## src/hdl/icmr_pkg.sv

```systemverilog
// ---------------------------------------------------------------------------
// icmr_pkg
// Shared types and constants for the int8 convolution MAC and requantize engine.
// ---------------------------------------------------------------------------
`default_nettype none

package icmr_pkg;

    localparam int QueueDepth = 2;
    localparam int SumW       = 48;
    localparam int CfgIdxW    = 3;
    localparam int CfgDataW   = 8;

    // register indexes on the configuration port
    localparam logic [CfgIdxW-1:0] CFG_IN_OFF   = 3'd0;
    localparam logic [CfgIdxW-1:0] CFG_WGT_OFF  = 3'd1;
    localparam logic [CfgIdxW-1:0] CFG_RES_OFF  = 3'd2;
    localparam logic [CfgIdxW-1:0] CFG_CLAMP_LO = 3'd3;
    localparam logic [CfgIdxW-1:0] CFG_CLAMP_HI = 3'd4;

    localparam logic signed [31:0] Int32Min = 32'sh8000_0000;
    localparam logic signed [31:0] Int32Max = 32'sh7fff_ffff;
    localparam logic signed [63:0] NudgePos = 64'sd1073741824;
    localparam logic signed [63:0] NudgeNeg = -64'sd1073741823;
    localparam logic signed [63:0] TruncFix = 64'sd2147483647;

    typedef struct packed {
        logic signed [7:0] in_off;
        logic signed [7:0] wgt_off;
        logic signed [7:0] res_off;
        logic signed [7:0] clamp_lo;
        logic signed [7:0] clamp_hi;
    } cfg_t;

    // one finished sum waiting for requantization
    typedef struct packed {
        logic signed [SumW-1:0] sum;
        logic signed [31:0]     mult;
        logic signed [5:0]      shift;
    } job_t;

endpackage

`default_nettype wire

```

## src/hdl/icmr_if.sv

```systemverilog
// ---------------------------------------------------------------------------
// icmr_if
// Valid/ready channels: operand terms in, requantized samples out.
// ---------------------------------------------------------------------------
`default_nettype none

interface icmr_term_if;
    logic               valid;
    logic               ready;
    logic signed [7:0]  act_value;
    logic signed [7:0]  wgt_value;
    logic               tap_valid;
    logic               first_term;
    logic signed [31:0] bias_value;
    logic               last_term;
    logic signed [31:0] scale_multiplier;
    logic signed [5:0]  scale_shift;

    modport source (
        output valid, act_value, wgt_value, tap_valid, first_term, bias_value,
               last_term, scale_multiplier, scale_shift,
        input  ready
    );
    modport sink (
        input  valid, act_value, wgt_value, tap_valid, first_term, bias_value,
               last_term, scale_multiplier, scale_shift,
        output ready
    );
endinterface

interface icmr_result_if;
    logic              valid;
    logic              ready;
    logic signed [7:0] out_value;

    modport source (output valid, out_value, input ready);
    modport sink (input valid, out_value, output ready);
endinterface

`default_nettype wire

```

## src/hdl/int8_conv_mac_requantize.sv

```systemverilog
// A last term's sum goes through the sum queue into the requantizer's job register
// and then its saturate to output states; terms are taken one per cycle while the
// sum queue has room, and the requantizer takes no new sum until its result is written.
// The queue holds QUEUE_DEPTH finished sums between accumulator and scaler.
// Reset clears the running sum, queue and control; clamp resets to -128..127,
// zero points to 0.
// ---------------------------------------------------------------------------
// int8_conv_mac_requantize
// Top level: configuration registers, accumulator front, sum queue and
// requantizing back end.
// ---------------------------------------------------------------------------
`default_nettype none

module int8_conv_mac_requantize #(
    parameter int QUEUE_DEPTH = icmr_pkg::QueueDepth
) (
    input  wire logic                          clk,
    input  wire logic                          rst_n,
    icmr_term_if.sink                          term,
    icmr_result_if.source                      result,
    input  wire logic                          cfg_we,
    input  wire logic [icmr_pkg::CfgIdxW-1:0]  cfg_index,
    input  wire logic [icmr_pkg::CfgDataW-1:0] cfg_wdata
);
    import icmr_pkg::*;

    cfg_t cfg_reg;
    job_t front_job;
    logic front_valid;
    logic front_ready;
    job_t back_job;
    logic back_valid;
    logic back_ready;

    always_ff @(posedge clk or negedge rst_n)
    begin
        if (!rst_n)
        begin
            cfg_reg.in_off   <= 8'sd0;
            cfg_reg.wgt_off  <= 8'sd0;
            cfg_reg.res_off  <= 8'sd0;
            cfg_reg.clamp_lo <= -8'sd128;
            cfg_reg.clamp_hi <= 8'sd127;
        end
        else if (cfg_we)
        begin
            unique case (cfg_index)
                CFG_IN_OFF:   cfg_reg.in_off   <= cfg_wdata;
                CFG_WGT_OFF:  cfg_reg.wgt_off  <= cfg_wdata;
                CFG_RES_OFF:  cfg_reg.res_off  <= cfg_wdata;
                CFG_CLAMP_LO: cfg_reg.clamp_lo <= cfg_wdata;
                CFG_CLAMP_HI: cfg_reg.clamp_hi <= cfg_wdata;
                default:      ;
            endcase
        end
    end

    icmr_front u_front (
        .clk       (clk),
        .rst_n     (rst_n),
        .term      (term),
        .cfg       (cfg_reg),
        .job       (front_job),
        .job_valid (front_valid),
        .job_ready (front_ready)
    );

    icmr_queue #(
        .DEPTH (QUEUE_DEPTH)
    ) u_queue (
        .clk        (clk),
        .rst_n      (rst_n),
        .push       (front_valid),
        .push_data  (front_job),
        .push_ready (front_ready),
        .pop_valid  (back_valid),
        .pop_data   (back_job),
        .pop_ready  (back_ready)
    );

    icmr_back u_back (
        .clk       (clk),
        .rst_n     (rst_n),
        .job       (back_job),
        .job_valid (back_valid),
        .job_ready (back_ready),
        .cfg       (cfg_reg),
        .result    (result)
    );

endmodule

`default_nettype wire

```

## src/hdl/icmr_front.sv

```systemverilog
// ---------------------------------------------------------------------------
// icmr_front
// Takes one term a cycle while the queue has room, removes zero points and accumulates the product;
// a last term hands the finished sum to the queue.
// ---------------------------------------------------------------------------
`default_nettype none

module icmr_front (
    input  wire logic          clk,
    input  wire logic          rst_n,
    icmr_term_if.sink          term,
    input  wire icmr_pkg::cfg_t cfg,
    output icmr_pkg::job_t     job,
    output logic               job_valid,
    input  wire logic          job_ready
);
    import icmr_pkg::*;

    logic signed [8:0]      act_d;
    logic signed [8:0]      wgt_d;
    logic signed [17:0]     prod;
    logic signed [SumW-1:0] base;
    logic signed [SumW-1:0] sum_next;
    logic signed [SumW-1:0] sum_reg;
    logic                   accept;

    // terms are held back only when the queue has no room
    assign term.ready = job_ready;
    assign accept     = term.valid & job_ready;

    assign act_d = {term.act_value[7], term.act_value} - {cfg.in_off[7], cfg.in_off};
    assign wgt_d = {term.wgt_value[7], term.wgt_value} - {cfg.wgt_off[7], cfg.wgt_off};
    assign prod  = 18'(act_d) * 18'(wgt_d);

    assign base = term.first_term ?
                  {{(SumW-32){term.bias_value[31]}}, term.bias_value} : sum_reg;
    assign sum_next = base +
                      (term.tap_valid ? {{(SumW-18){prod[17]}}, prod} : {SumW{1'b0}});

    always_ff @(posedge clk or negedge rst_n)
    begin
        if (!rst_n)
        begin
            sum_reg <= '0;
        end
        else if (accept)
        begin
            sum_reg <= sum_next;
        end
    end

    assign job.sum   = sum_next;
    assign job.mult  = term.scale_multiplier;
    assign job.shift = term.scale_shift;
    assign job_valid = accept & term.last_term;

endmodule

`default_nettype wire

```

## src/hdl/icmr_queue.sv

```systemverilog
// ---------------------------------------------------------------------------
// icmr_queue
// Short FIFO of finished sums between the accumulator and the requantizer.
// ---------------------------------------------------------------------------
`default_nettype none

module icmr_queue #(
    parameter int DEPTH = icmr_pkg::QueueDepth
) (
    input  wire logic           clk,
    input  wire logic           rst_n,
    input  wire logic           push,
    input  wire icmr_pkg::job_t push_data,
    output logic                push_ready,
    output logic                pop_valid,
    output icmr_pkg::job_t      pop_data,
    input  wire logic           pop_ready
);
    import icmr_pkg::*;

    localparam int PtrW = (DEPTH > 1) ? $clog2(DEPTH) : 1;
    localparam int CntW = $clog2(DEPTH + 1);

    job_t            entry_reg [DEPTH];
    logic [PtrW-1:0] wr_ptr_reg;
    logic [PtrW-1:0] rd_ptr_reg;
    logic [CntW-1:0] count_reg;
    logic [CntW-1:0] count_next;
    logic            push_fire;
    logic            pop_fire;

    assign push_ready = (count_reg != CntW'(DEPTH));
    assign pop_valid  = (count_reg != '0);
    assign push_fire  = push & push_ready;
    assign pop_fire   = pop_valid & pop_ready;
    assign pop_data   = entry_reg[rd_ptr_reg];

    always_comb
    begin
        case ({push_fire, pop_fire})
            2'b10:   count_next = count_reg + CntW'(1);
            2'b01:   count_next = count_reg - CntW'(1);
            default: count_next = count_reg;
        endcase
    end

    always_ff @(posedge clk)
    begin
        if (push_fire)
        begin
            entry_reg[wr_ptr_reg] <= push_data;
        end
    end

    always_ff @(posedge clk or negedge rst_n)
    begin
        if (!rst_n)
        begin
            wr_ptr_reg <= '0;
            rd_ptr_reg <= '0;
            count_reg  <= '0;
        end
        else
        begin
            if (push_fire)
            begin
                wr_ptr_reg <= (wr_ptr_reg == PtrW'(DEPTH - 1)) ? '0 : wr_ptr_reg + PtrW'(1);
            end
            if (pop_fire)
            begin
                rd_ptr_reg <= (rd_ptr_reg == PtrW'(DEPTH - 1)) ? '0 : rd_ptr_reg + PtrW'(1);
            end
            count_reg <= count_next;
        end
    end

`ifndef SYNTHESIS
    a_count_bound: assert property (@(posedge clk) disable iff (!rst_n)
        count_reg <= CntW'(DEPTH))
        else $error("queue count beyond depth");

    a_no_overrun: assert property (@(posedge clk) disable iff (!rst_n)
        push |-> push_ready)
        else $error("sum pushed into a full queue");
`endif

endmodule

`default_nettype wire

```

## src/hdl/icmr_back.sv

```systemverilog
// ---------------------------------------------------------------------------
// icmr_back
// Requantizer: saturate, left shift, doubling high multiply, rounding right
// shift, output offset and clamp, one step a cycle for one sum at a time; the
// output step waits while the previous result is not yet taken.
`default_nettype none

module icmr_back (
    input  wire logic           clk,
    input  wire logic           rst_n,
    input  wire icmr_pkg::job_t job,
    input  wire logic           job_valid,
    output logic                job_ready,
    input  wire icmr_pkg::cfg_t cfg,
    icmr_result_if.source       result
);
    import icmr_pkg::*;

    localparam logic [2:0] ST_IDLE = 3'd0;
    localparam logic [2:0] ST_SAT  = 3'd1;
    localparam logic [2:0] ST_SHL  = 3'd2;
    localparam logic [2:0] ST_MUL  = 3'd3;
    localparam logic [2:0] ST_NDG  = 3'd4;
    localparam logic [2:0] ST_DH   = 3'd5;
    localparam logic [2:0] ST_RND  = 3'd6;
    localparam logic [2:0] ST_OUT  = 3'd7;

    logic [2:0]         state_reg;
    logic [2:0]         state_next;
    job_t               job_reg;
    logic signed [31:0] v_reg;
    logic signed [63:0] prod_reg;
    logic               both_min_reg;
    logic signed [31:0] dh_reg;
    logic signed [31:0] rnd_reg;
    logic signed [7:0]  out_reg;
    logic               out_valid_reg;

    logic signed [5:0]  sh;
    logic [5:0]         sh_neg;
    logic [4:0]         left_amt;
    logic [4:0]         right_amt;
    logic               sum_fits;
    logic [62:0]        shl;
    logic               shl_fits;
    logic signed [63:0] trunc;
    logic [31:0]        mask;
    logic [31:0]        rem;
    logic [31:0]        thr;
    logic signed [31:0] q;
    logic signed [33:0] val;
    logic signed [33:0] val_hi;
    logic signed [33:0] lo_ext;
    logic signed [33:0] hi_ext;
    logic               out_write;

    assign job_ready = (state_reg == ST_IDLE);

    // shift -32 behaves as -31, 31 as 30
    always_comb
    begin
        sh = job_reg.shift;
        if (job_reg.shift == -6'sd32)
        begin
            sh = -6'sd31;
        end
        else if (job_reg.shift == 6'sd31)
        begin
            sh = 6'sd30;
        end
    end

    assign sh_neg    = -sh;
    assign left_amt  = (sh > 6'sd0) ? sh[4:0] : 5'd0;
    assign right_amt = (sh < 6'sd0) ? sh_neg[4:0] : 5'd0;

    assign sum_fits = (&job_reg.sum[SumW-1:31]) | ~(|job_reg.sum[SumW-1:31]);
    assign shl      = {{31{v_reg[31]}}, v_reg} << left_amt;
    assign shl_fits = (&shl[62:31]) | ~(|shl[62:31]);

    // division by 2^31 truncates towards zero
    assign trunc = prod_reg[63] ? prod_reg + TruncFix : prod_reg;

    assign mask = (32'd1 << right_amt) - 32'd1;
    assign rem  = dh_reg & mask;
    assign thr  = (mask >> 1) + {31'd0, dh_reg[31]};
    assign q    = dh_reg >>> right_amt;

    assign lo_ext = {{26{cfg.clamp_lo[7]}}, cfg.clamp_lo};
    assign hi_ext = {{26{cfg.clamp_hi[7]}}, cfg.clamp_hi};
    assign val    = {{2{rnd_reg[31]}}, rnd_reg} + {{26{cfg.res_off[7]}}, cfg.res_off};
    assign val_hi = (val > hi_ext) ? hi_ext : val;

    assign out_write = (state_reg == ST_OUT) & (~out_valid_reg | result.ready);

    always_comb
    begin
        state_next = state_reg;
        unique case (state_reg)
            ST_IDLE: if (job_valid) state_next = ST_SAT;
            ST_SAT:  state_next = ST_SHL;
            ST_SHL:  state_next = ST_MUL;
            ST_MUL:  state_next = ST_NDG;
            ST_NDG:  state_next = ST_DH;
            ST_DH:   state_next = ST_RND;
            ST_RND:  state_next = ST_OUT;
            ST_OUT:  if (out_write) state_next = ST_IDLE;
            default: state_next = ST_IDLE;
        endcase
    end

    always_ff @(posedge clk)
    begin
        if (job_valid && state_reg == ST_IDLE)
        begin
            job_reg <= job;
        end
        if (state_reg == ST_SAT)
        begin
            v_reg <= sum_fits ? job_reg.sum[31:0] :
                     (job_reg.sum[SumW-1] ? Int32Min : Int32Max);
        end
        if (state_reg == ST_SHL)
        begin
            v_reg <= shl_fits ? shl[31:0] : (shl[62] ? Int32Min : Int32Max);
        end
        if (state_reg == ST_MUL)
        begin
            prod_reg     <= 64'(v_reg) * 64'(job_reg.mult);
            both_min_reg <= (v_reg == Int32Min) && (job_reg.mult == Int32Min);
        end
        if (state_reg == ST_NDG)
        begin
            prod_reg <= prod_reg + (prod_reg[63] ? NudgeNeg : NudgePos);
        end
        if (state_reg == ST_DH)
        begin
            dh_reg <= both_min_reg ? Int32Max : trunc[62:31];
        end
        if (state_reg == ST_RND)
        begin
            rnd_reg <= q + ((rem > thr) ? 32'sd1 : 32'sd0);
        end
        if (out_write)
        begin
            out_reg <= (val_hi < lo_ext) ? cfg.clamp_lo : val_hi[7:0];
        end
    end

    always_ff @(posedge clk or negedge rst_n)
    begin
        if (!rst_n)
        begin
            state_reg     <= ST_IDLE;
            out_valid_reg <= 1'b0;
        end
        else
        begin
            state_reg <= state_next;
            if (out_write)
            begin
                out_valid_reg <= 1'b1;
            end
            else if (result.ready)
            begin
                out_valid_reg <= 1'b0;
            end
        end
    end

    assign result.valid     = out_valid_reg;
    assign result.out_value = out_reg;

`ifndef SYNTHESIS
    a_pop_starts: assert property (@(posedge clk) disable iff (!rst_n)
        (job_valid && job_ready) |=> (state_reg == ST_SAT))
        else $error("taken sum did not start requantization");

    a_word_from_out: assert property (@(posedge clk) disable iff (!rst_n)
        $rose(out_valid_reg) |-> ($past(state_reg) == ST_OUT))
        else $error("result word appeared outside the output step");
`endif

endmodule

`default_nettype wire

```

## src/flat_wrapper.sv

```systemverilog
// flat-port wrapper written by rule: the top's interface ports become plain ports
module int8_conv_mac_requantize_flat import icmr_pkg::*;
#(
    parameter int QUEUE_DEPTH = icmr_pkg::QueueDepth
)
  (clk, rst_n, cfg_we, cfg_index, cfg_wdata, term_valid, term_act_value, term_wgt_value, term_tap_valid, term_first_term, term_bias_value, term_last_term, term_scale_multiplier, term_scale_shift, term_ready, result_valid, result_out_value, result_ready);
  icmr_term_if term_i ();
  icmr_result_if result_i ();
  input  wire logic clk;
  input  wire logic rst_n;
  input  wire logic cfg_we;
  input  wire logic [icmr_pkg::CfgIdxW-1:0] cfg_index;
  input  wire logic [icmr_pkg::CfgDataW-1:0] cfg_wdata;
  input wire logic [$bits(term_i.valid)-1:0] term_valid;
  input wire logic [$bits(term_i.act_value)-1:0] term_act_value;
  input wire logic [$bits(term_i.wgt_value)-1:0] term_wgt_value;
  input wire logic [$bits(term_i.tap_valid)-1:0] term_tap_valid;
  input wire logic [$bits(term_i.first_term)-1:0] term_first_term;
  input wire logic [$bits(term_i.bias_value)-1:0] term_bias_value;
  input wire logic [$bits(term_i.last_term)-1:0] term_last_term;
  input wire logic [$bits(term_i.scale_multiplier)-1:0] term_scale_multiplier;
  input wire logic [$bits(term_i.scale_shift)-1:0] term_scale_shift;
  output wire logic [$bits(term_i.ready)-1:0] term_ready;
  output wire logic [$bits(result_i.valid)-1:0] result_valid;
  output wire logic [$bits(result_i.out_value)-1:0] result_out_value;
  input wire logic [$bits(result_i.ready)-1:0] result_ready;
  assign term_i.valid = term_valid;
  assign term_i.act_value = term_act_value;
  assign term_i.wgt_value = term_wgt_value;
  assign term_i.tap_valid = term_tap_valid;
  assign term_i.first_term = term_first_term;
  assign term_i.bias_value = term_bias_value;
  assign term_i.last_term = term_last_term;
  assign term_i.scale_multiplier = term_scale_multiplier;
  assign term_i.scale_shift = term_scale_shift;
  assign term_ready = term_i.ready;
  assign result_valid = result_i.valid;
  assign result_out_value = result_i.out_value;
  assign result_i.ready = result_ready;
  int8_conv_mac_requantize #(.QUEUE_DEPTH(QUEUE_DEPTH)) u_core (.clk(clk), .rst_n(rst_n), .term(term_i), .result(result_i), .cfg_we(cfg_we), .cfg_index(cfg_index), .cfg_wdata(cfg_wdata));
endmodule
```

## config.mk

```make
export PLATFORM = sky130hd
export DESIGN_NAME = int8_conv_mac_requantize_flat
export DESIGN_NICKNAME = d
export VERILOG_FILES = /design/src/hdl/icmr_pkg.sv /design/src/hdl/icmr_if.sv /design/src/hdl/int8_conv_mac_requantize.sv /design/src/hdl/icmr_front.sv /design/src/hdl/icmr_queue.sv /design/src/hdl/icmr_back.sv /design/src/flat_wrapper.sv
export SDC_FILE = /design/constraint.sdc
export NUM_CORES = 2
export LEC_CHECK = 0
export BUFFER_PORTS_ARGS = -buffer_cell sky130_fd_sc_hd__buf_4
export CELL_PAD_IN_SITES_DETAIL_PLACEMENT = 0
export CELL_PAD_IN_SITES_GLOBAL_PLACEMENT = 1
export CORE_MARGIN = 2
export CORE_UTILIZATION = 25
export DETAILED_ROUTE_END_ITERATION = 6
export GPL_TIMING_DRIVEN = 0
export PLACE_DENSITY = 0.49
export SLEW_MARGIN = 20
export SYNTH_ARGS = -nofsm -noshare
export SYNTH_HDL_FRONTEND = slang
export SYNTH_SLANG_ARGS = --single-unit
```

## constraint.sdc

```tcl
create_clock -name clk -period 25.2 [get_ports clk]
set_clock_uncertainty 0.15 [all_clocks]
set_input_delay 2.52 -clock clk [delete_from_list [all_inputs] [get_ports clk]]
set_output_delay 2.52 -clock clk [all_outputs]
set_load 0.01 [all_outputs]
```

==> results by group <==
Synthesis
  – Yosys warning count: 0
  – Ys async rst share: 0.184
  – Mapped Avg Cell Area: 9.21 µm²
  – Syn Nets: 10,000
  – Sequential-to-total area share from yosys stat: 0.199
  – Synth area leaders: fa_1, edfxtp_1, ha_1
  – Top-area cell type share of the netlist area: 0.302
  – EDFF count, synth: 427
  – Mapped Area: 0.0766 mm²
  – Post-synth top flop: edfxtp_1
  – Syn Inst Count: 8,321
  – Flops & latches, synth: 523
  – Leading area contributor after synthesis: fa_1
  – Library cells used by synthesis: 98

Floorplan
  – I/O Pins: 115
  – Die Ht: 558 µm
  – Die width: 558 µm
  – Std-Cell Rows: 203
  – Core box area: 0.305 mm²
  – Initial Util: 0.251
  – Die ar.: 0.311 mm²

Layout
  – Commonest non-fill, non-tap cell in the layout: inv_1
  – Synthesis-to-finish area growth: 11.7%
  – Layout cells sized above 1: 0.0677
  – Max reg flops: 172
  – Most frequent cells in the layout: inv_1, nand2_1, fa_1
  – Final Cell Area: 0.0856 mm²
  – Area of the multi-input gates: 0.0544 mm²
  – Fill count: 32,900
  – FF+latch area: 0.0152 mm²
  – Nets@finish: 10,200

Setup path
  – Crit path depth: 47
  – Slowest Stage Delay on Critical Path: 850 ps
  – Critical Path RT: 25,420 ps
  – CP arrival: 14,490 ps
  – WP buf/inv: 11
  – Startpoint types: flop
  – Critical path's slowest cell: xnor2_1
  – Worst r2r path cells: 47
  – Crit Path Class: reg2reg
  – Peak fanout along the critical path: 10
  – Crit path from: u_core.u_back.job_reg[5]
  – Endpoint type of the worst setup path: flop
  – CP delay by family, top: simple AND/OR/NAND/NOR gates
  – Reg-to-reg startpoint: u_core.u_back.job_reg[5]

Global routing
  – Grt ovf: 0
  – Number of antenna violations at the first check in global routing: 29
  – Vias in the first global route: 63,700
  – First-pass GRT wire length: 450 mm
  – All-layer global routing usage: 0.197
  – Maximum number of pins on one net before global-route repair: 57

Clocking
  – CTS buffer count: 69
  – CTS Hold Bufs: 0
  – Post-CTS setup buffer count: 0
  – PostCTS Resize Cnt: 0
  – CTS tree: built
  – CTS root buf: clkbuf_16
  – CTS H-tree depth: 3
  – CTS Buffer Depth: 3
  – Num Clock Sinks: 523
  – Clock-pin slew on the worst setup and hold paths: 60 ps
  – Clk Latency, worst-skew pair: 680 ps

Timing
  – Final Max Slew Viols: 0
  – Minimum clock period: 14,260 ps
  – RSZ-0062 raised after global routing: false
  – Crit share post-route: 0.566
  – Rel. slew slack: 0.163
  – FMAX: 70.1 MHz
  – Hold slack: 318 ps
  – Setup TNS: 0 ps
  – Count of endpoints failing setup in the final report: 0
  – Worst slew pin tran: 1260 ps
  – Final Hold Vio Count: 0

Place
  – Placer Congestion: 0.929
  – Post-DP Area: 0.0833 mm²
  – DP Wirelength: 255 mm
  – # port buffers: 114

Drt
  – DRT iter0 DRCs: 4,492
  – DRC: 0
  – Initial DRT Pass Iterations: 5
  – Vias per cell: 4.79
  – Vias: 60,800
  – DRT antenna net count: 0
  – Routed WL: 308 mm
  – WL per Instance: 24.3 µm

Hold path
  – Hold Crit Depth: 2
  – Hold_sp: u_core.u_front.sum_reg[22]
  – Worst hold path class: reg2reg

Outcome
  – Status: finished, final reports clean

Run
  – Max-cap viol count: 0
==> final cells by class <==
class	count	share of cell area
inverters	1416	0.0621
clock inverters	48	0.00593
diodes	11	0.000322
well taps	4100	0.0599
repair buffers	138	0.0160
multi-input cells	5946	0.636
flip-flops and latches	523	0.178
clock buffers	78	0.0206
plain buffers	436	0.0210
==> path summary, 6_finish.rpt <==
check | to | slack [ps]
min in group asynchronous | u_core.cfg_reg[13] | 1620
setup / recovery | u_core.u_back.rnd_reg[28] | 10940
max in group asynchronous | u_core.u_front.sum_reg[31] | 22510
hold reg to reg | u_core.u_front.sum_reg[22] | 320
hold / removal | u_core.u_front.sum_reg[22] | 320
setup reg to reg | u_core.u_back.rnd_reg[28] | 10940
==> stage by stage <==
stage	utilization	worst slack, ps	std cells
after global placement	0.271	7900	12500
after detailed placement	0.273	10280	12600
after floorplan	-	11900	8321
after CTS	0.280	10950	12700
final	0.280	10940	12700
after global routing	0.280	9970	12700
==> metal layers <==
layer | global-route usage | vias up | routed length, µm
met5 | 0 | - | 47
met4 | 0.0591 | 8 | 10200
li1 | - | 27600 | -
met1 | 0.279 | 31200 | 144000
met3 | 0.0268 | 368 | 15800
met2 | 0.312 | 1653 | 138000
==> tightest hold or removal path, delay by kind of cell, from the launching register on <==
kind / cells / cell delay, ps
flops: 1 / 340
simple gates: 2 / 100
==> kinds of logic (layout without fill, tap and decap cells) <==
group | Yosys count | after routing | share of synthesized area
buf+inv | 1852 | 2116 | 0.0922
flops | 523 | 523 | 0.199
fa+ha+maj | 1611 | 1611 | 0.376
simple gates | 2496 | 2496 | 0.153
other cells | 2 | 13 | 0.0000980
xor+xnor | 312 | 312 | 0.0357
mux | 202 | 202 | 0.0307
compound gates | 1323 | 1323 | 0.113
==> synth_stat cells (24+ instances only) <==
master       n
ha_1       454
buf_2       26
nor4_1      61
a211o_1     27
fa_1      1157
dfrtp_1     88
o21bai_1    26
mux2_2     163
clkbuf_1   370
nand3_1    104
a211oi_1    59
xor2_1     117
and3_1      42
a21oi_1    360
nand2_1   1255
o22ai_1     43
xnor2_1    195
nand2b_1    98
nor2_1     284
o21ai_0    266
a21o_1     159
a31oi_1     44
or2_2       24
nor3_1     104
o21a_1      40
nand4_1     80
edfxtp_1   427
and2_1     285
buf_1       26
inv_1     1413
o211ai_1    46
mux2i_1     29
nor2b_1     53
Power is not shown: default switching activity piles up to over one toggle a cycle in this logic, so the estimate is an artifact.
